**src/hdl/ptst_pkg.sv**
```systemverilog
package ptst_pkg;

  localparam int SLOTS_DEF   = 8;
  localparam int MAX_RESULTS = 8;
  localparam int EXP_CNT_W   = $clog2(MAX_RESULTS + 1);

  localparam int MODE_W   = 2;
  localparam int HANDLE_W = 16;
  localparam int PERIOD_W = 32;
  localparam int KIND_W   = 2;
  localparam int SLOT_W   = 3;

  localparam logic [MODE_W-1:0] MODE_TICK   = 2'd0;
  localparam logic [MODE_W-1:0] MODE_ATTACH = 2'd1;
  localparam logic [MODE_W-1:0] MODE_DETACH = 2'd2;

  localparam logic [KIND_W-1:0] KIND_EXPIRY = 2'd0;
  localparam logic [KIND_W-1:0] KIND_ATTACH = 2'd1;
  localparam logic [KIND_W-1:0] KIND_DETACH = 2'd2;

  typedef struct packed {
    logic load;
    logic advance;
    logic tick_wr;
    logic attach_wr;
    logic detach_wr;
    logic pend_set;
    logic emit;
    logic emit_pend;
    logic emit_found;
    logic emit_last;
  } ptst_cmd_t;

  typedef struct packed {
    logic [MODE_W-1:0] mode;
    logic              is_last;
    logic              active;
    logic              expire;
    logic              handle_match;
    logic              pend;
    logic              cap_ok;
    logic              out_free;
  } ptst_sts_t;

endpackage

```
**src/hdl/ptst_in_if.sv**
```systemverilog
interface ptst_in_if import ptst_pkg::*; ();
  logic                valid;
  logic                ready;
  logic [MODE_W-1:0]   mode;
  logic [HANDLE_W-1:0] client_handle;
  logic [PERIOD_W-1:0] period_ticks;

  modport source (output valid, mode, client_handle, period_ticks, input ready);
  modport sink (input valid, mode, client_handle, period_ticks, output ready);
endinterface

```
**src/hdl/ptst_out_if.sv**
```systemverilog
interface ptst_out_if import ptst_pkg::*; ();
  logic                valid;
  logic                ready;
  logic [KIND_W-1:0]   kind;
  logic [SLOT_W-1:0]   slot_index;
  logic                found;
  logic [HANDLE_W-1:0] owner_handle;
  logic                last_of_run;

  modport source (output valid, kind, slot_index, found, owner_handle, last_of_run,
                  input ready);
  modport sink (input valid, kind, slot_index, found, owner_handle, last_of_run,
                output ready);
endinterface

```
**src/hdl/ptst_ctrl.sv**
```systemverilog
module ptst_ctrl import ptst_pkg::*; (
  input  logic      clk,
  input  logic      rst,
  input  logic      req_valid,
  output logic      req_ready,
  input  ptst_sts_t sts,
  output ptst_cmd_t cmd
);

  localparam logic [1:0] S_IDLE  = 2'd0;
  localparam logic [1:0] S_SCAN  = 2'd1;
  localparam logic [1:0] S_FLUSH = 2'd2;

  logic [1:0] state;
  logic [1:0] state_next;

  assign req_ready = (state == S_IDLE);

  always_comb begin
    cmd        = '0;
    state_next = state;
    case (state)
      S_IDLE: begin
        if (req_valid) begin
          cmd.load   = 1'b1;
          state_next = S_SCAN;
        end
      end
      S_SCAN: begin
        case (sts.mode)
          MODE_TICK: begin
            // hold while a pending expiry cannot be pushed out
            if (!(sts.expire && sts.cap_ok && sts.pend && !sts.out_free)) begin
              cmd.tick_wr = 1'b1;
              if (sts.expire && sts.cap_ok) begin
                cmd.pend_set = 1'b1;
                if (sts.pend) begin
                  cmd.emit       = 1'b1;
                  cmd.emit_pend  = 1'b1;
                  cmd.emit_found = 1'b1;
                end
              end
              if (sts.is_last) begin
                state_next = S_FLUSH;
              end else begin
                cmd.advance = 1'b1;
              end
            end
          end
          MODE_ATTACH: begin
            if (!sts.active) begin
              if (sts.out_free) begin
                cmd.attach_wr  = 1'b1;
                cmd.emit       = 1'b1;
                cmd.emit_found = 1'b1;
                cmd.emit_last  = 1'b1;
                state_next     = S_IDLE;
              end
            end else if (sts.is_last) begin
              if (sts.out_free) begin
                cmd.emit      = 1'b1;
                cmd.emit_last = 1'b1;
                state_next    = S_IDLE;
              end
            end else begin
              cmd.advance = 1'b1;
            end
          end
          MODE_DETACH: begin
            if (sts.handle_match) begin
              if (sts.out_free) begin
                cmd.detach_wr  = 1'b1;
                cmd.emit       = 1'b1;
                cmd.emit_found = 1'b1;
                cmd.emit_last  = 1'b1;
                state_next     = S_IDLE;
              end
            end else if (sts.is_last) begin
              if (sts.out_free) begin
                cmd.emit      = 1'b1;
                cmd.emit_last = 1'b1;
                state_next    = S_IDLE;
              end
            end else begin
              cmd.advance = 1'b1;
            end
          end
          default: begin
            state_next = S_IDLE;
          end
        endcase
      end
      S_FLUSH: begin
        if (!sts.pend) begin
          state_next = S_IDLE;
        end else if (sts.out_free) begin
          cmd.emit       = 1'b1;
          cmd.emit_pend  = 1'b1;
          cmd.emit_found = 1'b1;
          cmd.emit_last  = 1'b1;
          state_next     = S_IDLE;
        end
      end
      default: begin
        state_next = S_IDLE;
      end
    endcase
  end

  always_ff @(posedge clk) begin
    if (rst) begin
      state <= S_IDLE;
    end else begin
      state <= state_next;
    end
  end

endmodule

```
**src/hdl/ptst_dp.sv**
```systemverilog
module ptst_dp import ptst_pkg::*; #(
  parameter int SLOTS = SLOTS_DEF
) (
  input  logic                clk,
  input  logic                rst,
  input  logic [MODE_W-1:0]   mode,
  input  logic [HANDLE_W-1:0] client_handle,
  input  logic [PERIOD_W-1:0] period_ticks,
  input  ptst_cmd_t           cmd,
  output ptst_sts_t           sts,
  ptst_out_if.source          rsp
);

  localparam int IDX_W = (SLOTS > 1) ? $clog2(SLOTS) : 1;

  logic [HANDLE_W-1:0] mem_handle [SLOTS];
  logic [PERIOD_W-1:0] mem_period [SLOTS];
  logic [PERIOD_W-1:0] mem_count  [SLOTS];
  logic [SLOTS-1:0]    valid;

  logic [MODE_W-1:0]   mode_r;
  logic [HANDLE_W-1:0] handle_r;
  logic [PERIOD_W-1:0] period_r;
  logic [IDX_W-1:0]    idx;
  logic [IDX_W-1:0]    raddr;
  logic                rd_en;

  logic [HANDLE_W-1:0] hq;
  logic [PERIOD_W-1:0] pq;
  logic [PERIOD_W-1:0] cq;
  logic                vq;
  logic [HANDLE_W-1:0] hq_e;
  logic [PERIOD_W-1:0] pq_e;
  logic [PERIOD_W-1:0] cq_e;
  logic [PERIOD_W-1:0] cnt_inc;
  logic [PERIOD_W-1:0] cnt_new;
  logic                active;
  logic                expire;
  logic [IDX_W+2:0]    idx_wide;
  logic [SLOT_W-1:0]   slot3;

  logic                pend;
  logic [SLOT_W-1:0]   pend_slot;
  logic [HANDLE_W-1:0] pend_handle;
  logic [EXP_CNT_W-1:0] exp_cnt;

  logic                out_valid;
  logic [KIND_W-1:0]   out_kind;
  logic [SLOT_W-1:0]   out_slot;
  logic                out_found;
  logic [HANDLE_W-1:0] out_handle;
  logic                out_last;
  logic                out_free;

  assign rd_en = cmd.load | cmd.advance;
  assign raddr = cmd.load ? '0 : idx + 1'b1;

  // unwritten slots read as cleared
  assign hq_e    = vq ? hq : '0;
  assign pq_e    = vq ? pq : '0;
  assign cq_e    = vq ? cq : '0;
  assign active  = (pq_e != '0);
  assign cnt_inc = cq_e + 1'b1;
  assign expire  = active && (cnt_inc == pq_e);
  assign cnt_new = expire ? '0 : cnt_inc;

  assign idx_wide = {3'b000, idx};
  assign slot3    = idx_wide[SLOT_W-1:0];
  assign out_free = !out_valid || rsp.ready;

  assign sts.mode         = mode_r;
  assign sts.is_last      = (idx == IDX_W'(SLOTS - 1));
  assign sts.active       = active;
  assign sts.expire       = expire;
  assign sts.handle_match = (hq_e == handle_r);
  assign sts.pend         = pend;
  assign sts.cap_ok       = (exp_cnt < EXP_CNT_W'(MAX_RESULTS));
  assign sts.out_free     = out_free;

  always_ff @(posedge clk) begin
    if (cmd.attach_wr) begin
      mem_handle[idx] <= handle_r;
      mem_period[idx] <= period_r;
      mem_count[idx]  <= '0;
    end
    if (cmd.tick_wr && active) begin
      mem_count[idx] <= cnt_new;
    end
    if (rd_en) begin
      hq <= mem_handle[raddr];
      pq <= mem_period[raddr];
      cq <= mem_count[raddr];
      vq <= valid[raddr];
    end
  end

  always_ff @(posedge clk) begin
    if (rst) begin
      valid <= '0;
    end else begin
      if (cmd.attach_wr) begin
        valid[idx] <= 1'b1;
      end
      if (cmd.detach_wr) begin
        valid[idx] <= 1'b0;
      end
    end
  end

  always_ff @(posedge clk) begin
    if (cmd.load) begin
      mode_r   <= mode;
      handle_r <= client_handle;
      period_r <= period_ticks;
      idx      <= '0;
    end else if (cmd.advance) begin
      idx <= idx + 1'b1;
    end
  end

  always_ff @(posedge clk) begin
    if (rst) begin
      pend    <= 1'b0;
      exp_cnt <= '0;
    end else if (cmd.load) begin
      pend    <= 1'b0;
      exp_cnt <= '0;
    end else if (cmd.pend_set) begin
      pend    <= 1'b1;
      exp_cnt <= exp_cnt + 1'b1;
    end
  end

  always_ff @(posedge clk) begin
    if (cmd.pend_set) begin
      pend_slot   <= slot3;
      pend_handle <= hq_e;
    end
  end

  always_ff @(posedge clk) begin
    if (rst) begin
      out_valid <= 1'b0;
    end else if (cmd.emit) begin
      out_valid <= 1'b1;
    end else if (rsp.ready) begin
      out_valid <= 1'b0;
    end
  end

  always_ff @(posedge clk) begin
    if (cmd.emit) begin
      out_last  <= cmd.emit_last;
      out_found <= cmd.emit_found;
      if (cmd.emit_pend) begin
        out_kind   <= KIND_EXPIRY;
        out_slot   <= pend_slot;
        out_handle <= pend_handle;
      end else begin
        out_kind   <= (mode_r == MODE_ATTACH) ? KIND_ATTACH : KIND_DETACH;
        out_slot   <= cmd.emit_found ? slot3 : '0;
        out_handle <= handle_r;
      end
    end
  end

  assign rsp.valid        = out_valid;
  assign rsp.kind         = out_kind;
  assign rsp.slot_index   = out_slot;
  assign rsp.found        = out_found;
  assign rsp.owner_handle = out_handle;
  assign rsp.last_of_run  = out_last;

endmodule

```
**src/hdl/periodic_timer_slot_table.sv**
```systemverilog
// Periodic timer slot table.
// req channel: mode (tick, attach, detach), client_handle, period_ticks.
// rsp channel: kind, slot_index, found, owner_handle, last_of_run.
// A transfer on either channel happens when valid and ready are both high.
// One request is worked at a time: req.ready is high only while idle.
// The slot store is scanned one slot per cycle from slot 0 when not held,
// with a registered read of the store feeding the slot logic.
// Tick: expiries leave in slot order, each one held back until the next
// expiry or the end of the scan so the final one carries last_of_run, at
// most eight per tick. A tick with no expiry returns nothing.
// Attach and detach stop at the first hit and give one answer.
// Mode 3 is dropped with no answer.
// Results sit in an output register; while rsp.ready is low the scan holds
// at the slot that needs to send and resumes when the register drains.
// Synchronous reset empties every slot (no client, period zero, count zero)
// at once and drops any result in flight.
module periodic_timer_slot_table import ptst_pkg::*; #(
  parameter int SLOTS = SLOTS_DEF
) (
  input  logic       clk,
  input  logic       rst,
  ptst_in_if.sink    req,
  ptst_out_if.source rsp
);

  ptst_cmd_t cmd;
  ptst_sts_t sts;
  logic      req_ready;

  assign req.ready = req_ready;

  ptst_ctrl u_ctrl (
    .clk       (clk),
    .rst       (rst),
    .req_valid (req.valid),
    .req_ready (req_ready),
    .sts       (sts),
    .cmd       (cmd)
  );

  ptst_dp #(
    .SLOTS (SLOTS)
  ) u_dp (
    .clk           (clk),
    .rst           (rst),
    .mode          (req.mode),
    .client_handle (req.client_handle),
    .period_ticks  (req.period_ticks),
    .cmd           (cmd),
    .sts           (sts),
    .rsp           (rsp)
  );

endmodule
```
**src/flat_wrapper.sv**
```systemverilog
// flat-port wrapper written by rule: the top's interface ports become plain ports
module periodic_timer_slot_table_flat import ptst_pkg::*;
#(
  parameter int SLOTS = SLOTS_DEF
)
  (clk, rst, req_valid, req_mode, req_client_handle, req_period_ticks, req_ready, rsp_valid, rsp_kind, rsp_slot_index, rsp_found, rsp_owner_handle, rsp_last_of_run, rsp_ready);
  ptst_in_if req_i ();
  ptst_out_if rsp_i ();
  input  logic clk;
  input  logic rst;
  input wire logic [$bits(req_i.valid)-1:0] req_valid;
  input wire logic [$bits(req_i.mode)-1:0] req_mode;
  input wire logic [$bits(req_i.client_handle)-1:0] req_client_handle;
  input wire logic [$bits(req_i.period_ticks)-1:0] req_period_ticks;
  output wire logic [$bits(req_i.ready)-1:0] req_ready;
  output wire logic [$bits(rsp_i.valid)-1:0] rsp_valid;
  output wire logic [$bits(rsp_i.kind)-1:0] rsp_kind;
  output wire logic [$bits(rsp_i.slot_index)-1:0] rsp_slot_index;
  output wire logic [$bits(rsp_i.found)-1:0] rsp_found;
  output wire logic [$bits(rsp_i.owner_handle)-1:0] rsp_owner_handle;
  output wire logic [$bits(rsp_i.last_of_run)-1:0] rsp_last_of_run;
  input wire logic [$bits(rsp_i.ready)-1:0] rsp_ready;
  assign req_i.valid = req_valid;
  assign req_i.mode = req_mode;
  assign req_i.client_handle = req_client_handle;
  assign req_i.period_ticks = req_period_ticks;
  assign req_ready = req_i.ready;
  assign rsp_valid = rsp_i.valid;
  assign rsp_kind = rsp_i.kind;
  assign rsp_slot_index = rsp_i.slot_index;
  assign rsp_found = rsp_i.found;
  assign rsp_owner_handle = rsp_i.owner_handle;
  assign rsp_last_of_run = rsp_i.last_of_run;
  assign rsp_i.ready = rsp_ready;
  periodic_timer_slot_table #(.SLOTS(SLOTS)) u_core (.clk(clk), .rst(rst), .req(req_i), .rsp(rsp_i));
endmodule
```
**config.mk**
```make
export PLATFORM = sky130hd
export DESIGN_NAME = periodic_timer_slot_table_flat
export DESIGN_NICKNAME = d
export VERILOG_FILES = /design/src/hdl/ptst_pkg.sv /design/src/hdl/ptst_in_if.sv /design/src/hdl/ptst_out_if.sv /design/src/hdl/ptst_ctrl.sv /design/src/hdl/ptst_dp.sv /design/src/hdl/periodic_timer_slot_table.sv /design/src/flat_wrapper.sv
export SDC_FILE = /design/constraint.sdc
export NUM_CORES = 1
export LEC_CHECK = 0
export BUFFER_PORTS_ARGS = -buffer_cell sky130_fd_sc_hd__buf_2
export CORE_ASPECT_RATIO = 0.8
export CORE_MARGIN = 2
export CORE_UTILIZATION = 65
export DETAILED_ROUTE_END_ITERATION = 16
export PLACE_DENSITY = 0.93
export SYNTH_ARGS = -nofsm -noshare
export SYNTH_HDL_FRONTEND = slang
export SYNTH_HIERARCHICAL = 1
export SYNTH_SLANG_ARGS = --single-unit
```
**constraint.sdc**
```tcl
create_clock -name clk -period 12 [get_ports clk]
set_input_delay 0.6 -clock clk [delete_from_list [all_inputs] [get_ports clk]]
set_output_delay 0.6 -clock clk [all_outputs]
set_load 0.02 [all_outputs]
```
# Word level (Yosys, flattened, before mapping)
# Memories as Yosys holds them, arrays and structs flattened. A register that Yosys moved wholly into a read port is not among the register bits.
# Index checks and enable logic that the tools add are counted.
classes:
  n_addsub: 3
  order_cmp: 4
  eq_ne: 10
  n_mux: 66
  bitwise_logic: 5
  reduce_logical: 15
op_table:
  columns: ["cell", "n"]
  rows:
  - ["$mux 32", 4]
  - ["$add 32x1->32 const B", 1]
  - ["$eq 32x32->1", 1]
  - ["$mux 16", 2]
  - ["$reduce_bool 32->1", 1]
  - ["$mux 1", 28]
  - ["$mux 8", 3]
  - ["$mux 2", 11]
  - ["$eq 16x16->1", 1]
  - ["$mux 4", 4]
  - ["$mux 3", 4]
  - ["$pmux 2 s3", 2]
  - ["$pmux 1 s3", 3]
  - ["$and 8x8->8", 1]
  - ["$lt 3x4->1 const B", 2]
  - ["$not 8->8", 1]
  - ["$or 8x8->8", 1]
  - ["$pmux 4 s2", 1]
  - ["$logic_and 1x1->1", 6]
  - ["$mux 5", 1]
  - ["$add 4x1->4 const B", 1]
  - ["$eq 2x1->1 const B", 2]
  - ["$eq 2x2->1 const B", 2]
  - ["$logic_not 2->1", 2]
  - ["16 further kinds", 18]
totals:
  ff_bits: 112
  ram_bits: 640
  elab_cells: 123
  n_memories: 3
memory_table:
  columns: ["memory", "words", "word_bits", "rd", "rd_clocked_by_memory_dff", "write_ports", "line_no", "text"]
  rows:
  - ["u_core.u_dp.mem_count", 8, 32, 1, 1, 1, "ptst_dp.sv:18", "logic [PERIOD_W-1:0] mem_count [SLOTS];"]
  - ["u_core.u_dp.mem_period", 8, 32, 1, 1, 1, "ptst_dp.sv:17", "logic [PERIOD_W-1:0] mem_period [SLOTS];"]
  - ["u_core.u_dp.mem_handle", 8, 16, 1, 1, 1, "ptst_dp.sv:16", "logic [HANDLE_W-1:0] mem_handle [SLOTS];"]

# Logic depth before layout (Yosys ltp)
# Gate-level depths: netlist of run 1.
logic_depth:
  word_depth: 14
  ltp_mapped: 24

# Hierarchy
# Netlist of run 1, hierarchy kept.
by_module_without_submodules:
  columns: ["module", "instances", "cells_each", "area_per_inst_um2", "seq_area_each_um2"]
  rows:
  - ["ptst_dp", 1, 1588, 32722.6, 24753.7]
  - ["ptst_ctrl", 1, 56, 416.6, 40.0]

# Worst setup path after synthesis of run 1
# OpenSTA, ideal clock, no wires.
synth_path:
  path_kind: "register to register"
  from: "reg u_core.u_dp.vq"
  to: "mem u_core.u_dp.mem_count[5][0], enable pin"
  setup_ns: 0.461
  arrival_time_ns: 6.919
  required_ns: 11.539
  path_slack_ns: 4.620
  stages_incl_launch_ff: 24
  synth_period_minus_slack_ns: 7.380
  path_cell_list: "edfxtp_1 > buf_4 > clkbuf_1 > clkbuf_1 > clkbuf_1 > clkbuf_1 > and2_1 > ha_1 > nand4_2 > or3_1 > or4b_1 > xor2_1 > a21oi_1 > nand4b_1 > o21ai_0 > and3_1 > buf_4 > nand4b_4 > nand3_1 > inv_1 > and2_1 > clkbuf_1 > nor2_1 > nor3_1"
synth_rtl:
  columns: ["element", "line_no", "text"]
  rows:
  - ["start: declaration", "ptst_dp.sv:31", "logic vq;"]
  - ["start signal: assignment", "ptst_dp.sv:93", "vq <= valid[raddr];"]
  - ["end: declaration", "ptst_dp.sv:18", null]

==> impl_metrics.prom, run 1 <==
# TYPE chip_impl_metric gauge
chip_impl_metric{name="floorplan.die_area",unit="sq mm"} 0.0528
chip_impl_metric{name="detail_route.wirelength.met1",unit="um"} 27000
chip_impl_metric{name="synth_edf_count",unit=""} 813
chip_impl_metric{name="cts.reportedPaths.clkPinSlew",unit="ps"} 80
chip_impl_metric{name="max_stage_delay",unit="ps"} 920
chip_impl_metric{name="met2WireLength",unit="um"} 38300
chip_impl_metric{name="std_cell_rows",unit=""} 73
chip_impl_metric{name="syn_nets",unit=""} 1710
chip_impl_metric{name="grt_pass1_vias",unit=""} 17600
chip_impl_metric{name="design.final.nets",unit=""} 1809
chip_impl_info{name="path_cells",value="and2_1, ha_1, nand4_2, or3_1, or4b_1, or2_1, a21oi_1, a2111oi_2, and3_1, nand4b_4, nand3_1, inv_1, and2_1, nor2_1, buf_4, nor2b_4"} 1
chip_impl_metric{name="yosys.area_share.adder",unit="%"} 0.453
chip_impl_info{name="hp-class",value="in2reg"} 1
chip_impl_metric{name="globalplace.congestion",unit=""} 0.955
chip_impl_metric{name="irDropWorstVdd",unit="mV"} 0.134
chip_impl_metric{name="setup_total_negative_slack",unit="ps"} 0
chip_impl_metric{name="initial_antenna_violation_count",unit=""} 0
chip_impl_metric{name="global_route.usage.total",unit="%"} 29.7
chip_impl_metric{name="floorplan.initialDensity",unit="%"} 66.2
chip_impl_metric{name="htree_levels",unit=""} 3
chip_impl_metric{name="timing_hold_violations_final",unit=""} 0
chip_impl_metric{name="tritoncts.num_buffers",unit=""} 76
chip_impl_metric{name="place_hpwl",unit="um"} 41100
chip_impl_metric{name="first_pass_grt_wire_length",unit="um"} 113000
chip_impl_metric{name="cts_num_sinks",unit=""} 832
chip_impl_metric{name="die_height",unit="um"} 206
chip_impl_metric{name="globalRouteOverflowTotal",unit=""} 0
chip_impl_info{name="timing.critical_path.to_type",value="register"} 1
chip_impl_info{name="netlist_top_cells_area",value="sky130_fd_sc_hd__edfxtp_1 (74%), sky130_fd_sc_hd__mux4_2 (11%), sky130_fd_sc_hd__mux2_2 (3.3%), sky130_fd_sc_hd__xnor2_1 (1.2%), sky130_fd_sc_hd__dfxtp_1 (1.1%)"} 1
chip_impl_info{name="critical-path-slowest-cell",value="sky130_fd_sc_hd__nor2b_4"} 1
chip_impl_metric{name="ctsResizeCount",unit=""} 0
chip_impl_metric{name="cts_buffer_depth",unit=""} 3
chip_impl_metric{name="yosys.area_share.xor_xnor",unit="%"} 2.04
chip_impl_metric{name="timing.slew.headroom",unit="%"} 6.31
chip_impl_info{name="rsz0062_at_grt",value="false"} 1
chip_impl_info{name="cts_tree",value="yes"} 1
chip_impl_metric{name="clk-insertion-delay-late",unit="ps"} 640
chip_impl_metric{name="synth.avg_cell_area",unit="sq um"} 20.2
chip_impl_metric{name="power-per-cell-area",unit="mW/mm^2"} 169
chip_impl_metric{name="cells_after_synthesis",unit=""} 1644
chip_impl_metric{name="cp_max_fo",unit=""} 32
chip_impl_metric{name="drt_pre_antenna_iters",unit=""} 8
chip_impl_metric{name="synthesis.yosys.warnings",unit=""} 6
chip_impl_metric{name="finish.utilization",unit="%"} 73.6
chip_impl_info{name="synth_ff_type",value="sky130_fd_sc_hd__edfxtp_1"} 1
chip_impl_metric{name="vias",unit=""} 17100
chip_impl_metric{name="antenna_violating_nets_post_route",unit=""} 0
chip_impl_metric{name="fin_worst_skew",unit="ps"} 50.6
chip_impl_info{name="cts_root_buf",value="sky130_fd_sc_hd__clkbuf_16"} 1
chip_impl_metric{name="final.period_utilization",unit="%"} 50.4
chip_impl_info{name="critical-path-top-cell-by-count",value="sky130_fd_sc_hd__and2_1"} 1
chip_impl_info{name="dominant_combinational_cell_family_by_area_after_synthesis",value="multiplexers"} 1
chip_impl_metric{name="synth_seq_area_share",unit="%"} 74.8
chip_impl_metric{name="die_width",unit="um"} 256
chip_impl_metric{name="finalMaxSlewViolations",unit=""} 0
chip_impl_metric{name="clock.fmax",unit="MHz"} 165
chip_impl_metric{name="critical_path_required",unit="ps"} 12230
chip_impl_metric{name="drt-vias-per-instance",unit=""} 6.89
chip_impl_metric{name="cellLeakagePower",unit="nW"} 11.2
chip_impl_metric{name="floorplan.io_pins",unit=""} 79
chip_impl_metric{name="core_area",unit="sq mm"} 0.0501
chip_impl_info{name="path_class",value="reg2reg"} 1
chip_impl_info{name="critical_path.startpoint_type",value="register"} 1
chip_impl_metric{name="drc",unit=""} 0
chip_impl_metric{name="wl_met3",unit="um"} 7600
chip_impl_metric{name="synth_area",unit="sq mm"} 0.0331
chip_impl_metric{name="worst_ep_arrival_time",unit="ps"} 6270
chip_impl_metric{name="drt_first_iter_violations",unit=""} 2312
chip_impl_metric{name="synthDominantCellAreaShare",unit="%"} 73.7
chip_impl_metric{name="post_synthesis_mux_area_share",unit="%"} 14.6
chip_impl_metric{name="least_margin_pin_slew",unit="ps"} 1410
chip_impl_metric{name="ys_async_sr_fraction",unit="%"} 0
chip_impl_metric{name="synth-simple-area-share",unit="%"} 5.33
chip_impl_metric{name="synthDistinctLibCells",unit=""} 70
chip_impl_metric{name="final_routed_wire_length_divided_by_cell_count",unit="um"} 30.5
chip_impl_metric{name="post_cts_setup_repair_buffer_count",unit=""} 0
chip_impl_metric{name="grt_start_max_net_pins",unit=""} 82
chip_impl_metric{name="shortest_clock_period_the_worst_path_allows_after_layout",unit="ps"} 6050
chip_impl_metric{name="finalSetupViolations",unit=""} 0
chip_impl_metric{name="diodes",unit=""} 0
chip_impl_info{name="post-synth-top-area-cell",value="sky130_fd_sc_hd__edfxtp_1"} 1
chip_impl_metric{name="cts_hold_buf",unit=""} 0
chip_impl_metric{name="wirelength",unit="um"} 75600
chip_impl_metric{name="drive_above_1_share",unit="%"} 29.7
chip_impl_metric{name="synth_compound_area_share",unit="%"} 1.53
chip_impl_info{name="top_layer_used",value="met4"} 1
chip_impl_metric{name="place.port_buffers",unit=""} 78
chip_impl_metric{name="flow.area_growth_from_synthesis",unit="%"} 11.2
chip_impl_metric{name="ys_ff_latch",unit=""} 832
chip_impl_info{name="status",value="completed"} 1
chip_impl_metric{name="maxCapViolations",unit=""} 0
registers in the layout, summed over array words and instances, names as in the netlist:
register and cells:
u_core/u_ctrl/state 2, u_core/u_dp/cq 32, u_core/u_dp/exp_cnt 4, u_core/u_dp/handle_r 16, u_core/u_dp/hq 16, u_core/u_dp/idx 3
u_core/u_dp/mem_count 256, u_core/u_dp/mem_handle 128, u_core/u_dp/mem_period 256, u_core/u_dp/mode_r 2, u_core/u_dp/pend 1, u_core/u_dp/pend_handle 16
u_core/u_dp/pend_slot 3, u_core/u_dp/period_r 32, u_core/u_dp/pq 32, u_core/u_dp/rsp.found 1, u_core/u_dp/rsp.kind 2, u_core/u_dp/rsp.last_of_run 1
u_core/u_dp/rsp.owner_handle 16, u_core/u_dp/rsp.slot_index 3, u_core/u_dp/rsp.valid 1, u_core/u_dp/valid 8, u_core/u_dp/vq 1
layout by cell type, fill, tap and decap left out, types with 14 or more instances in the layout:
master                        n
sky130_fd_sc_hd__clkinv_2    15
sky130_fd_sc_hd__dfxtp_1     18
sky130_fd_sc_hd__nand4_1     16
sky130_fd_sc_hd__inv_1       15
sky130_fd_sc_hd__xnor2_1     46
sky130_fd_sc_hd__clkbuf_16   77
sky130_fd_sc_hd__buf_2       78
sky130_fd_sc_hd__mux4_2     162
sky130_fd_sc_hd__nor4_1      16
sky130_fd_sc_hd__mux2_2      98
sky130_fd_sc_hd__nor3_2      22
sky130_fd_sc_hd__a21oi_1     16
sky130_fd_sc_hd__xor2_1      31
sky130_fd_sc_hd__buf_4       22
sky130_fd_sc_hd__clkbuf_1    15
sky130_fd_sc_hd__clkinv_1    14
sky130_fd_sc_hd__nand2_1     64
sky130_fd_sc_hd__edfxtp_1   813
sky130_fd_sc_hd__nor3_1      15
sky130_fd_sc_hd__and2_1      23
sky130_fd_sc_hd__nor2_1      34
sky130_fd_sc_hd__nand3_1     20
area by class of cell:
class / instances / area (sq um)
clock buffer: 93 / 2000
clock inverter: 46 / 558
fill: 2618 / 13200
inverter: 15 / 56.3
multi-input combinational: 717 / 8040
sequential: 832 / 24800
tap: 675 / 845
timing repair buffer: 101 / 561
kinds of logic (layout without fill, tap and decap cells):
group,Yosys count,count (layout)
muxes,267,267
DFF,832,832
buffers and inverters,95,255
AOI/OAI and AO/OA,72,72
and+or+nand+nor,289,289
xor gates and xnor gates,77,77
adders and majority gates,12,12
per-stage QoR:
step           hold WS [ps]  std cells  total power (W)  setup WS [ps]  area [sq um]
6_report                138       2479          0.00624           5950         36900
5_1_grt                 115       2479          0.00639           5700         36900
4_1_cts                 107       2478          0.00626           6100         36800
3_5_place_dp            454       2339          0.00379           6160         34300
3_3_place_gp            444       2339          0.00377           6430         34300
2_1_floorplan           435       1644          0.00365           4620         33100
power by group:
part / leakage, nW / internal (W) / switching [W]
clock: 1.25 / 0.00143 / 0.00106
sequential: 7.30 / 0.00326 / 0.0000901
combinational: 2.66 / 0.000179 / 0.000220
synth_stat cells, drive strengths merged (15+ instances only):
library cell	count
mux4	162
inv	15
nor2	38
xnor2	46
dfxtp	19
nand4	19
a21oi	18
edfxtp	813
nor3	39
nand3	20
buf	34
mux2	98
nor4	21
xor2	31
and2	30
nand2	64
clkbuf	46
path summary, 6_finish.rpt:
kind,startpoint,end,slack [ps],depth (start not counted)
setup reg to reg,u_core/u_dp/vq,u_core/u_dp/mem_count[0][2],5950,16
hold reg to reg,u_core/u_dp/valid[6],u_core/u_dp/valid[6],480,1
hold / removal,req_client_handle[5],u_core/u_dp/handle_r[5],140,1
setup / recovery,u_core/u_dp/vq,u_core/u_dp/mem_count[0][2],5950,16
critical path, delay by kind of cell (launching register included):
family | cells | cell delay [ps]
adder cells (fa/ha/maj) | 1 | 340
buffers and inverters | 2 | 380
AND/OR/NAND/NOR | 11 | 3920
flip-flops | 1 | 600
AO/OA/AOI/OAI | 2 | 350
routing by layer:
metal | vias up | GRT usage, %
met5 | - | 0
met4 | 0 | 11.4
met3 | 237 | 5.59
met2 | 1251 | 49.9
met1 | 8718 | 39.4
li1 | 6881 | -
No activity file was read; power rests on OpenSTA's default activity.
==> run 2: changes to the inputs <==
--- a/config.mk
+++ b/config.mk
@@ -8,9 +8,9 @@
 export BUFFER_PORTS_ARGS = -buffer_cell sky130_fd_sc_hd__buf_2
 export CORE_ASPECT_RATIO = 0.8
 export CORE_MARGIN = 2
-export CORE_UTILIZATION = 65
+export CORE_UTILIZATION = 62
 export DETAILED_ROUTE_END_ITERATION = 16
-export PLACE_DENSITY = 0.93
+export PLACE_DENSITY = 0.9
 export SYNTH_ARGS = -nofsm -noshare
 export SYNTH_HDL_FRONTEND = slang
 export SYNTH_HIERARCHICAL = 1
==> constraint.sdc (replaced) <==
create_clock -name clk -period 6.2 [get_ports clk]
set_input_delay 0.31 -clock clk [delete_from_list [all_inputs] [get_ports clk]]
set_output_delay 0.31 -clock clk [all_outputs]
set_load 0.02 [all_outputs]
==> run 2 against run 1 <==
Effect of this change:
- setup slack got worse by 5700 ps
- critical path depth unchanged
- final cell count increased by 3.0%
- register-to-register slack got worse by 5700 ps
- first-iteration DRC count increased by 2.9%
- clock skew decreased by 23 ps
- die area increased by 4.8%
- cell area increased by 1.4%
- non-clock buffer count increased by 60
- sequential share of layout area decreased by 0.95 points
- critical path type unchanged
- critical endpoint is now u_core/u_dp/mem_count[6][9]
==> impl_metrics.prom, run 2 (same netlist as run 1, synthesis figures left out) <==
# TYPE chip_impl_metric gauge
chip_impl_info{name="path_class",value="reg2reg"} 1
chip_impl_metric{name="global_route.usage.total",unit="%"} 29.2
chip_impl_metric{name="cts_hold_buf",unit=""} 50
chip_impl_info{name="status",value="completed"} 1
chip_impl_metric{name="antenna_violating_nets_post_route",unit=""} 0
chip_impl_info{name="critical_path.startpoint_type",value="register"} 1
chip_impl_metric{name="place.port_buffers",unit=""} 78
chip_impl_info{name="cts_root_buf",value="sky130_fd_sc_hd__clkbuf_16"} 1
chip_impl_info{name="layout.cells.most_common_list",value="sky130_fd_sc_hd__edfxtp_1 (813), sky130_fd_sc_hd__mux4_2 (162), sky130_fd_sc_hd__mux2_2 (98), sky130_fd_sc_hd__clkbuf_16 (80), sky130_fd_sc_hd__buf_2 (78)"} 1
chip_impl_metric{name="drive_above_1_share",unit="%"} 29.1
chip_impl_info{name="critPathLaunch",value="u_core/u_dp/vq"} 1
chip_impl_metric{name="die_width",unit="um"} 262
chip_impl_info{name="hp-class",value="in2reg"} 1
chip_impl_metric{name="cellLeakagePower",unit="nW"} 11.4
chip_impl_metric{name="timing_hold_violations_final",unit=""} 0
chip_impl_metric{name="placement.cell_area",unit="sq mm"} 0.0344
chip_impl_metric{name="clk-insertion-delay-late",unit="ps"} 640
chip_impl_metric{name="initial_antenna_violation_count",unit=""} 0
chip_impl_metric{name="finalPower",unit="W"} 0.0119
chip_impl_metric{name="final.period_utilization",unit="%"} 95.8
chip_impl_metric{name="ctsResizeCount",unit=""} 0
chip_impl_metric{name="cts_num_sinks",unit=""} 832
chip_impl_metric{name="floorplan.io_pins",unit=""} 79
chip_impl_metric{name="diodes",unit=""} 0
chip_impl_metric{name="grt_start_max_net_pins",unit=""} 63
chip_impl_metric{name="final_routed_wire_length_divided_by_cell_count",unit="um"} 30.7
chip_impl_metric{name="globalRouteOverflowTotal",unit=""} 0
chip_impl_metric{name="design.final.nets",unit=""} 1869
chip_impl_info{name="timing.critical_path.to_type",value="register"} 1
chip_impl_metric{name="final_design_area_no_fill",unit="sq mm"} 0.0374
chip_impl_metric{name="vias",unit=""} 17200
chip_impl_metric{name="setup_total_negative_slack",unit="ps"} 0
chip_impl_metric{name="die_height",unit="um"} 211
chip_impl_metric{name="globalplace.congestion",unit=""} 0.946
chip_impl_metric{name="std_cell_rows",unit=""} 75
chip_impl_info{name="timing.critical_path.to",value="u_core/u_dp/mem_count[6][9]"} 1
chip_impl_metric{name="maxCapViolations",unit=""} 0
chip_impl_metric{name="finish.utilization",unit="%"} 71.0
chip_impl_metric{name="first_pass_grt_wire_length",unit="um"} 116000
chip_impl_metric{name="reg2reg_slack",unit="ps"} 260
chip_impl_metric{name="core_area",unit="sq mm"} 0.0526
chip_impl_metric{name="critical_path_required",unit="ps"} 6430
chip_impl_metric{name="grt_pass1_vias",unit=""} 17600
chip_impl_metric{name="floorplan.die_area",unit="sq mm"} 0.0553
chip_impl_info{name="rsz0062_at_grt",value="false"} 1
chip_impl_metric{name="drt_first_iter_violations",unit=""} 2380
chip_impl_info{name="top_layer_used",value="met4"} 1
chip_impl_metric{name="timing.slew.headroom",unit="%"} 13.3
chip_impl_metric{name="power-per-cell-area",unit="mW/mm^2"} 320
chip_impl_metric{name="placed_cells",unit=""} 2368
chip_impl_metric{name="floorplan.initialDensity",unit="%"} 62.9
chip_impl_info{name="crit-reg2reg-launch",value="u_core/u_dp/vq"} 1
chip_impl_metric{name="least_margin_pin_slew",unit="ps"} 1300
chip_impl_metric{name="post_cts_setup_repair_buffer_count",unit=""} 0
chip_impl_metric{name="finalMaxSlewViolations",unit=""} 0
chip_impl_info{name="layout.cells.most_common",value="sky130_fd_sc_hd__edfxtp_1"} 1
chip_impl_metric{name="place_hpwl",unit="um"} 42400
chip_impl_metric{name="drt-vias-per-instance",unit=""} 6.72
chip_impl_metric{name="cts.reportedPaths.clkPinSlew",unit="ps"} 70
chip_impl_metric{name="cts_buffer_depth",unit=""} 3
chip_impl_metric{name="holdPathStages",unit=""} 2
chip_impl_metric{name="r2r_cells",unit=""} 16
chip_impl_metric{name="worst_ep_arrival_time",unit="ps"} 6170
chip_impl_metric{name="met2WireLength",unit="um"} 40200
chip_impl_metric{name="wl_met3",unit="um"} 6670
chip_impl_metric{name="post_layout_nonfiller_instances",unit=""} 2554
chip_impl_metric{name="clock.fmax",unit="MHz"} 168
chip_impl_info{name="worst_hold_start",value="rst"} 1
chip_impl_metric{name="drt_pre_antenna_iters",unit=""} 6
chip_impl_info{name="cts_tree",value="yes"} 1
chip_impl_metric{name="flow.area_growth_from_synthesis",unit="%"} 12.8
chip_impl_info{name="r2r_end",value="u_core/u_dp/mem_count[6][9]"} 1
chip_impl_metric{name="finalSetupViolations",unit=""} 0
chip_impl_metric{name="htree_levels",unit=""} 3
chip_impl_info{name="layout_top_registers",value="u_core/u_dp/mem_count: 256 flops, u_core/u_dp/mem_period: 256 flops, u_core/u_dp/mem_handle: 128 flops"} 1
chip_impl_metric{name="cp_max_fo",unit=""} 32
chip_impl_metric{name="detail_route.wirelength.met1",unit="um"} 28600
chip_impl_metric{name="fin_worst_skew",unit="ps"} 27.7
chip_impl_metric{name="tritoncts.num_buffers",unit=""} 76
chip_impl_metric{name="irDropWorstVdd",unit="mV"} 0.374
chip_impl_metric{name="drc",unit=""} 0
chip_impl_metric{name="shortest_clock_period_the_worst_path_allows_after_layout",unit="ps"} 5940
chip_impl_metric{name="wirelength",unit="um"} 78500
-- run 2: cell count changes in the layout (fill, tap and decap cells not counted), moves of 2 or more --
cell	previous run	this run
sky130_fd_sc_hd__dlygate4sd3_1	0	50
sky130_fd_sc_hd__buf_4	22	30
sky130_fd_sc_hd__clkbuf_1	15	23
sky130_fd_sc_hd__clkinv_1	14	8
sky130_fd_sc_hd__bufinv_16	11	6
sky130_fd_sc_hd__buf_12	0	3
sky130_fd_sc_hd__clkbuf_16	77	80
sky130_fd_sc_hd__clkinv_8	2	0
-- run 2: routing by layer --
layer	track usage, %	vias up
met4	11.2	0
met5	0	-
met3	4.76	201
met2	50.0	1143
li1	-	6996
met1	38.3	8833
-- run 2: worst max-delay path: stages, from the launching register on --
cell	delay, ps
sky130_fd_sc_hd__edfxtp_1	500
sky130_fd_sc_hd__and2_1	230
sky130_fd_sc_hd__ha_1	340
sky130_fd_sc_hd__nand4_2	250
sky130_fd_sc_hd__or3_1	560
sky130_fd_sc_hd__buf_4	230
sky130_fd_sc_hd__xnor2_1	120
sky130_fd_sc_hd__nor4_1	310
sky130_fd_sc_hd__o211ai_1	200
sky130_fd_sc_hd__a2111oi_2	450
sky130_fd_sc_hd__and3_1	380
sky130_fd_sc_hd__nand4b_4	140
sky130_fd_sc_hd__nand3_1	130
sky130_fd_sc_hd__inv_1	90
sky130_fd_sc_hd__and2_1	240
sky130_fd_sc_hd__nor2_1	870
sky130_fd_sc_hd__nor2b_4	450
-- run 2: final cells by class --
type	count	area, sq um
flip-flops and latches	832	24800
fillers	2909	15300
multi-input cells	717	8050
clock buffers	103	2090
repair buffers	161	1180
well taps	693	867
clock inverters	33	344
inverters	15	56.3
-- run 2: per-stage QoR --
step,worst slack (ps),hold WS [ps]
2_1_floorplan,-397,409
3_3_place_gp,716,444
3_5_place_dp,485,462
4_1_cts,392,98.6
5_1_grt,36.6,148
6_report,263,141
-- run 2: report_power, final --
group	switching, W	internal [W]
clock network	0.00202	0.00263
logic	0.000437	0.000376
registers	0.000170	0.00632
total	0.00262	0.00932
-- run 2: worst min path at each step --
stage / slack (ps) / to
2_1_floorplan: 410 / u_core/u_dp/handle_r[0]
3_3_place_gp: 440 / u_core/u_dp/valid[1]
3_5_place_dp: 460 / u_core/u_dp/valid[4]
4_1_cts: 100 / u_core/u_dp/valid[7]
5_1_grt: 150 / u_core/u_dp/valid[7]
6_report: 140 / u_core/u_dp/rsp.valid
==> run 3: changes to the inputs <==
==> constraint.sdc (replaced) <==
create_clock -name clk -period 6.2 [get_ports clk]
set_input_delay 0.93 -clock clk [delete_from_list [all_inputs] [get_ports clk]]
set_output_delay 0.93 -clock clk [all_outputs]
set_load 0.02 [all_outputs]
==> run 3 against run 2 <==
Effect of this change:
- register-to-register slack about the same
- clock skew up 7.8 ps
- critical path depth unchanged
- clock-buffer cell count fell by 16
- die area did not move
- via count is 2.4% lower
- non-clock buffer count is 48 lower
- combinational power down 4.3%
- first-iteration DRC count shrank 2.8%
- wire length down 5.1%
- power increased by 0.32%
- largest cell class unchanged
- largest power group unchanged
==> impl_metrics.prom, run 3 (same netlist as run 1, synthesis figures left out) <==
# TYPE chip_impl_metric gauge
chip_impl_info{name="status",value="completed"} 1
chip_impl_info{name="critical_path.startpoint_type",value="register"} 1
chip_impl_metric{name="globalRouteOverflowTotal",unit=""} 0
chip_impl_metric{name="floorplan.initialDensity",unit="%"} 62.9
chip_impl_metric{name="final_routed_wire_length_divided_by_cell_count",unit="um"} 29.7
chip_impl_metric{name="least_margin_pin_slew",unit="ps"} 1260
chip_impl_metric{name="drt_pre_antenna_iters",unit=""} 5
chip_impl_metric{name="placement.cell_area",unit="sq mm"} 0.0345
chip_impl_metric{name="timing_hold_violations_final",unit=""} 0
chip_impl_metric{name="ctsResizeCount",unit=""} 0
chip_impl_metric{name="clk-insertion-delay-late",unit="ps"} 630
chip_impl_metric{name="p_sw",unit="W"} 0.00262
chip_impl_metric{name="drt-vias-per-instance",unit=""} 6.68
chip_impl_metric{name="drc",unit=""} 0
chip_impl_metric{name="antenna_violating_nets_post_route",unit=""} 0
chip_impl_metric{name="final.period_utilization",unit="%"} 95.5
chip_impl_info{name="layout.cells.most_common",value="sky130_fd_sc_hd__edfxtp_1"} 1
chip_impl_metric{name="initial_antenna_violation_count",unit=""} 0
chip_impl_metric{name="post_cts_setup_repair_buffer_count",unit=""} 0
chip_impl_info{name="hp-class",value="in2reg"} 1
chip_impl_metric{name="place_hpwl",unit="um"} 41900
chip_impl_metric{name="global_route.usage.total",unit="%"} 27.5
chip_impl_metric{name="cts_buffer_depth",unit=""} 3
chip_impl_metric{name="critical_path_required",unit="ps"} 6430
chip_impl_metric{name="fin_worst_skew",unit="ps"} 35.4
chip_impl_metric{name="pwr-share-comb",unit="%"} 6.5
chip_impl_metric{name="worst_ep_arrival_time",unit="ps"} 6150
chip_impl_info{name="cts_tree",value="yes"} 1
chip_impl_metric{name="timing.slew.headroom",unit="%"} 16.2
chip_impl_metric{name="seq_power_share",unit="%"} 54.1
chip_impl_metric{name="cellLeakagePower",unit="nW"} 11.3
chip_impl_metric{name="setup_total_negative_slack",unit="ps"} 0
chip_impl_metric{name="maxCapViolations",unit=""} 0
chip_impl_metric{name="cp_max_fo",unit=""} 32
chip_impl_metric{name="max_stage_delay",unit="ps"} 920
chip_impl_metric{name="shortest_clock_period_the_worst_path_allows_after_layout",unit="ps"} 5920
chip_impl_info{name="cts_root_buf",value="sky130_fd_sc_hd__clkbuf_16"} 1
chip_impl_metric{name="relative_contribution_of_the_clock_network_to_total_power",unit="%"} 39.4
chip_impl_metric{name="place.port_buffers",unit=""} 78
chip_impl_metric{name="wirelength",unit="um"} 74500
chip_impl_metric{name="pre_cts_slack",unit="ps"} 86.9
chip_impl_metric{name="irDropWorstVdd",unit="mV"} 0.379
chip_impl_info{name="critical-path-slowest-cell",value="sky130_fd_sc_hd__nor2_4"} 1
chip_impl_metric{name="flow.area_growth_from_synthesis",unit="%"} 11.7
chip_impl_metric{name="cell_internal_pwr",unit="W"} 0.00936
chip_impl_info{name="path_cells",value="and2_1, ha_1, nand4_2, or3_1, or4b_1, xor2_1, a21oi_1, nand4b_1, o21ai_0, and3_1, nand4b_4, nand3_1, inv_1, and2_1, nor2_4, nor2_4"} 1
chip_impl_metric{name="core_area",unit="sq mm"} 0.0526
chip_impl_metric{name="tritoncts.num_buffers",unit=""} 76
chip_impl_metric{name="filler_cell_count",unit=""} 2898
chip_impl_metric{name="std_cell_rows",unit=""} 75
chip_impl_info{name="timing.critical_path.to_type",value="register"} 1
chip_impl_metric{name="htree_levels",unit=""} 3
chip_impl_metric{name="first_pass_grt_wire_length",unit="um"} 111000
chip_impl_metric{name="power-per-cell-area",unit="mW/mm^2"} 324
chip_impl_metric{name="floorplan.io_pins",unit=""} 79
chip_impl_metric{name="vias",unit=""} 16800
chip_impl_metric{name="floorplan.die_area",unit="sq mm"} 0.0553
chip_impl_metric{name="cts_num_sinks",unit=""} 832
chip_impl_info{name="path_class",value="reg2reg"} 1
chip_impl_metric{name="die_height",unit="um"} 211
chip_impl_metric{name="cts.reportedPaths.clkPinSlew",unit="ps"} 70
chip_impl_metric{name="grt_pass1_vias",unit=""} 17200
chip_impl_metric{name="cts_hold_buf",unit=""} 0
chip_impl_metric{name="grt_start_max_net_pins",unit=""} 82
chip_impl_metric{name="drive_above_1_share",unit="%"} 30.4
chip_impl_metric{name="worst_slack",unit="ps"} 277
chip_impl_metric{name="clock.fmax",unit="MHz"} 169
chip_impl_metric{name="die_width",unit="um"} 262
chip_impl_metric{name="finish.utilization",unit="%"} 70.3
chip_impl_metric{name="finalMaxSlewViolations",unit=""} 0
chip_impl_metric{name="design.final.nets",unit=""} 1823
chip_impl_metric{name="final_design_area_no_fill",unit="sq mm"} 0.0370
chip_impl_metric{name="reg2reg_slack",unit="ps"} 280
chip_impl_metric{name="diodes",unit=""} 0
chip_impl_metric{name="globalplace.congestion",unit=""} 0.935
chip_impl_info{name="layout_top_registers",value="u_core/u_dp/mem_count: 256 flops, u_core/u_dp/mem_period: 256 flops, u_core/u_dp/mem_handle: 128 flops"} 1
chip_impl_metric{name="drt_first_iter_violations",unit=""} 2313
chip_impl_metric{name="finalSetupViolations",unit=""} 0
chip_impl_metric{name="switching_share",unit="%"} 21.9
chip_impl_info{name="layout.cells.most_common_list",value="sky130_fd_sc_hd__edfxtp_1 (813), sky130_fd_sc_hd__mux4_2 (162), sky130_fd_sc_hd__mux2_2 (98), sky130_fd_sc_hd__buf_2 (78), sky130_fd_sc_hd__clkbuf_16 (77)"} 1
## run 3: changes by cell type in the layout (fill, tap and decap cells not counted), moves of 2 or more
cell / delta
sky130_fd_sc_hd__buf_4: +2
sky130_fd_sc_hd__bufinv_16: +3
sky130_fd_sc_hd__clkbuf_1: -14
sky130_fd_sc_hd__clkbuf_16: -3
sky130_fd_sc_hd__clkinv_1: +9
sky130_fd_sc_hd__clkinv_8: +2
sky130_fd_sc_hd__clkinvlp_4: +2
sky130_fd_sc_hd__dlygate4sd3_1: -50
## run 3: path summary, 6_finish.rpt
check	to	start	depth (start not counted)
max	u_core/u_dp/mem_count[2][4]	u_core/u_dp/vq	16
min	u_core/u_dp/period_r[4]	req_period_ticks[4]	1
max reg2reg	u_core/u_dp/mem_count[2][4]	u_core/u_dp/vq	16
min reg2reg	u_core/u_dp/valid[3]	u_core/u_dp/valid[3]	1
## run 3: worst max-delay path, delay by kind of cell (launching register included)
family | cells | cell delay (ps)
AO/OA/AOI/OAI | 2 | 210
flip-flops | 1 | 560
XOR/XNOR | 1 | 240
adder cells (fa/ha/maj) | 1 | 320
buffers and inverters | 1 | 150
AND/OR/NAND/NOR | 11 | 3980
## run 3: layout make-up
type                            instances  area [sq um]  area share [%]
Clock inverter                         51           544            1.47
Multi-Input combinational cell        719          8080            21.8
Inverter                               15          56.3           0.152
Tap cell                              693           867            2.34
Sequential cell                       832         24800            67.0
Timing Repair Buffer                  113           691            1.87
Clock buffer                           87          1970            5.34
## run 3: per-layer routing
metal  wire length (um)  share of wire, %  vias to the layer above  GRT usage, %
li1                   -                 -                     6917             -
met5                  0                 0                        -             0
met4               2220               3.0                        0          9.31
met2              37900                51                     1064          46.5
met1              27600                37                     8624          37.3
met3               6800               9.1                      156          4.39
## run 3: through the flow
stage	power (W)	cells	hold slack [ps]
after detailed placement	0.00735	2370	454
after CTS	0.0120	2508	449
after global placement	0.00732	2370	444
after floorplan	0.00707	1644	435
after global routing	0.0123	2510	454
final	0.0120	2510	473
## run 3: power by group through the flow
stage                     registers [W]  clock network, W  logic (W)
final                           0.00649           0.00472   0.000778
after global routing            0.00649           0.00498   0.000821
after CTS                       0.00648           0.00477   0.000772
after detailed placement        0.00659                 0   0.000754
after global placement          0.00658                 0   0.000734
after floorplan                 0.00651                 0   0.000560
